$ cat config.mk
export PLATFORM = sky130hd
export DESIGN_NAME = ptbs_unpack
export DESIGN_NICKNAME = d
export VERILOG_FILES = /design/src/rtl/ptbs_pkg.sv /design/src/rtl/ptbs_unpack.sv
export SDC_FILE = /design/constraint.sdc
export NUM_CORES = 1
export LEC_CHECK = 0
export BUFFER_PORTS_ARGS = -buffer_cell sky130_fd_sc_hd__buf_2
export CORE_MARGIN = 10
export CORE_UTILIZATION = 44
export DETAILED_ROUTE_END_ITERATION = 8
export PLACE_DENSITY = 0.78
export SLEW_MARGIN = 20
export SYNTH_ARGS = -nofsm -noshare
export SYNTH_HDL_FRONTEND = slang
export SYNTH_SLANG_ARGS = --single-unit
$ cat constraint.sdc
create_clock -name vclk -period 3.55
set_input_delay 0.5325 -clock vclk [all_inputs]
set_output_delay 0.5325 -clock vclk [all_outputs]
set_load 0.03 [all_outputs]
$ cat src/rtl/ptbs_pkg.sv
// Shared constants for the packed table binary search block.
package ptbs_pkg;

	localparam int MEM_BYTES      = 65536;
	localparam int MAX_ENTRIES    = 16384;
	localparam int MEM_AW         = $clog2(MEM_BYTES);

	localparam int BITS_PER_ENTRY = 25;
	localparam int CODE_W         = 5;
	localparam int LETTERS        = 5;
	localparam int GROUP_W        = 32;
	localparam int WORD_W         = 40;
	localparam int SKIP_W         = 3;

	localparam logic [CODE_W-1:0] CODE_MASK   = 5'h1F;
	localparam logic [7:0]        LETTER_BASE = 8'h41;

	localparam int CNT_W  = 15;
	localparam int BASE_W = 16;
	// signed search bounds: index range plus a sign bit
	localparam int IDX_W  = $clog2(MAX_ENTRIES) + 2;
	// unsigned midpoint
	localparam int MID_W  = IDX_W - 1;
	// bit position of an entry in the packed table
	localparam int BPOS_W = MID_W + 5;
	// byte address of a probe, one bit of headroom for overflow
	localparam int ADDR_W = BASE_W + 1;

	localparam logic CMD_LOAD  = 1'b0;
	localparam logic CMD_QUERY = 1'b1;

	localparam logic REG_ENTRY_COUNT = 1'b0;
	localparam logic REG_TABLE_BASE  = 1'b1;

endpackage

$ cat src/rtl/ptbs_unpack.sv
// Extracts one 25-bit packed entry from a 32-bit group and expands it to ASCII.
module ptbs_unpack (
	input  logic [ptbs_pkg::GROUP_W-1:0] group,
	input  logic [ptbs_pkg::SKIP_W-1:0]  skip,
	output logic [ptbs_pkg::WORD_W-1:0]  word
);

	logic [ptbs_pkg::GROUP_W-1:0]        shifted;
	logic [ptbs_pkg::BITS_PER_ENTRY-1:0] field;

	// entry starts skip bits below the top of the group
	assign shifted = group >> (ptbs_pkg::SKIP_W'(7) - skip);
	assign field   = shifted[ptbs_pkg::BITS_PER_ENTRY-1:0];

	always_comb begin
		for (int i = 0; i < ptbs_pkg::LETTERS; i++) begin
			word[ptbs_pkg::WORD_W-1-8*i -: 8] =
				{3'b000, field[ptbs_pkg::BITS_PER_ENTRY-1-ptbs_pkg::CODE_W*i -: ptbs_pkg::CODE_W]
					& ptbs_pkg::CODE_MASK} + ptbs_pkg::LETTER_BASE;
		end
	end

endmodule

==> results.md <==
- Final Instance Area: 1754 µm²
- WP data arrival: 2.50 ns
- Global-route wire length before repair: 6044 µm
- Hold Crit Endpoint: word[0]
- Initial core utilization: 46.90%
- Top-level I/O count: 75
- Worst hold path type: in2out
- Die extent in y: 77.51 µm
- CP bufs+invs: 3
- Hold Path Origin: group[0]
- CP top delay family: multiplexers
- Final setup vio count: 0
- Critical Path RT: 3.02 ns
- Share of cells above drive strength 1: 68.60%
- Placed cells: 216
- Vias in the first global route: 1281
- Status: completed
- Seq/Total Area, Yosys: 0%
- Max Clock Freq: 329.8 MHz
- WHS Path Cells: 5
- Antenna violations before repair: 0
- Pwr Density: 265.6 nW/µm²
- Post-Syn Area per Cell: 12.65 µm²
- Most used cell, CP: buf_2
- Most frequent cells after synthesis: mux4_2, mux2_4, buf_4, xor2_1
- FFs & Latches: 0
- Final Cycle Share: 85.41%
- # port buffers: 65
- Slew Limit Fails: 0
- Final Hold Fails: 0
- Switching Share: 61.50%
- GRT Residual Overflow: 0
- WL/cell: 17.29 µm
- Final TNS setup: 0 ns
- Total of max-cap violations: 0
- Area delta synth->final: 20.55%
- Post-Syn Area: 1455 µm²
- Hold Slack: 1.737 ns
- 1st-iter DRT viols: 35
- Net Switching: 286.5 µW
- Ant. Diodes: 0
- Number of routed nets with antenna violations: 0
- Dpl hpwl: 3357 µm
- CTS Hold Buffers Added: 0
- # clk buffers: 0
- Clk network pwr share: 0%
- Drt drc: 0
- Post-cts resize count: 0
- Synth top area cells: mux4_2, mux4_1, mux2_4
- Gate power share: 100.0%
- Maximum vdd drop: 0.07299 mV
- Critical path class: in2out
- Number of distinct library cells after synthesis: 21
- GRT Util Overall: 11.42%
- Total number of vias: 1178
- Most frequent cell after synthesis: mux4_2
- Vias per cell: 5.454
- Final net count: 214
- Dpl cell area: 1754 µm²
- Final worst path period need: 3.032 ns
- Internal power: 179.4 µW
- Static Leak: 0.8145 nW
- DR pass1 iterations: 4
- Critical Path, Cell by Cell: buf_2 -> buf_4 -> mux4_2 -> mux2_4 -> ha_1 -> nand3_2 -> xor2_1 -> buf_2
- Critical path peak fanout: 9
- Max-slew headroom: 57.15%
- Unrepaired setup endpoints after global routing: no
- Cells after Synth: 115
- Die width: 77.51 µm
- Finished Layout Cells: 216
- GP Congestion: 0.7788
- Core area: 3103 µm²
- Post-CTS Setup Bufs: 0
- Top cell type's share of synthesized area: 30.95%
- Total Wirelength: 3734 µm
- Rows: 20
- Area leader, netlist: mux4_2
- Pin count of the biggest net entering global routing: 26
- Pwr Total: 465.9 µW
- Slew @ Worst Pin: 0.6428 ns
- Reg area: 0 µm²
- Die Footprint: 6007 µm²
- Slowest CP cell: mux4_2
- Crit. End Element: primary output
- Flop pwr share: 0%
- CP max stage delay: 0.54 ns
- Startpoint type of the worst setup path: primary input
- Synth warn: 0
[cell type report]
class	count	area (µm²)
fill	266	1349
multi-input combinational	99	1320
tap	44	55.05
inverter	5	18.77
timing repair buffer	68	360.3
[cells by family after synthesis]
family	Yosys count	synth area share, %
buffers and inverters	24	11.35
AND/OR/NAND/NOR	17	9.458
XOR/XNOR	15	9.028
multiplexers	52	65.35
adder cells (fa/ha/maj)	5	4.299
other	2	0.5161
[per-layer routing]
layer / up-vias / track usage (%) / routed length, µm
li1: 563 / - / -
met1: 576 / 13.23 / 1500
met2: 39 / 21.99 / 2011
met3: 0 / 2.535 / 222
met4: 0 / 0 / 0
met5: - / 0 / 0
[layout by cell type, fill, tap and decap left out, drive strengths merged]
cell type and instances:
buf 68, mux4 27, mux2 20, xor2 10, conb 10, nand3 10
xnor2 5, mux2i 5, ha 5, inv 5, nor3b 3, nand4 2
nor2 2
[worst max-delay path by stage]
stage	from	end	slack (ns)	depth (start not counted)
floorplan	skip[0]	word[12]	0.60	7
global placement	skip[0]	word[12]	0.54	8
detailed placement	skip[0]	word[4]	0.51	8
CTS	skip[0]	word[4]	0.50	8
global route	skip[0]	word[12]	0.40	8
finish	skip[0]	word[4]	0.52	8
[power groups by stage]
| stage | Clock (mW) | Combinational, mW | Sequential [mW] |
|---|---|---|---|
| after floorplan | 0 | 0.368 | 0 |
| after global placement | 0 | 0.458 | 0 |
| after detailed placement | 0 | 0.470 | 0 |
| after CTS | 0 | 0.471 | 0 |
| after global routing | 0 | 0.498 | 0 |
| final | 0 | 0.466 | 0 |
[per-stage QoR]
step           worst slack [ns]  util [%]
2_1_floorplan            0.5974         -
3_3_place_gp             0.5383     56.53
3_5_place_dp             0.5055     56.53
4_1_cts                  0.5031     56.53
5_1_grt                  0.4041     56.53
6_report                 0.5179     56.53
[worst min-delay path, stage by stage]
cell and delay [ns]:
buf_2 0.08, mux4_2 0.23, mux2_4 0.16, inv_1 0.04, buf_2 0.16
Power figures use the tool's default switching activity.
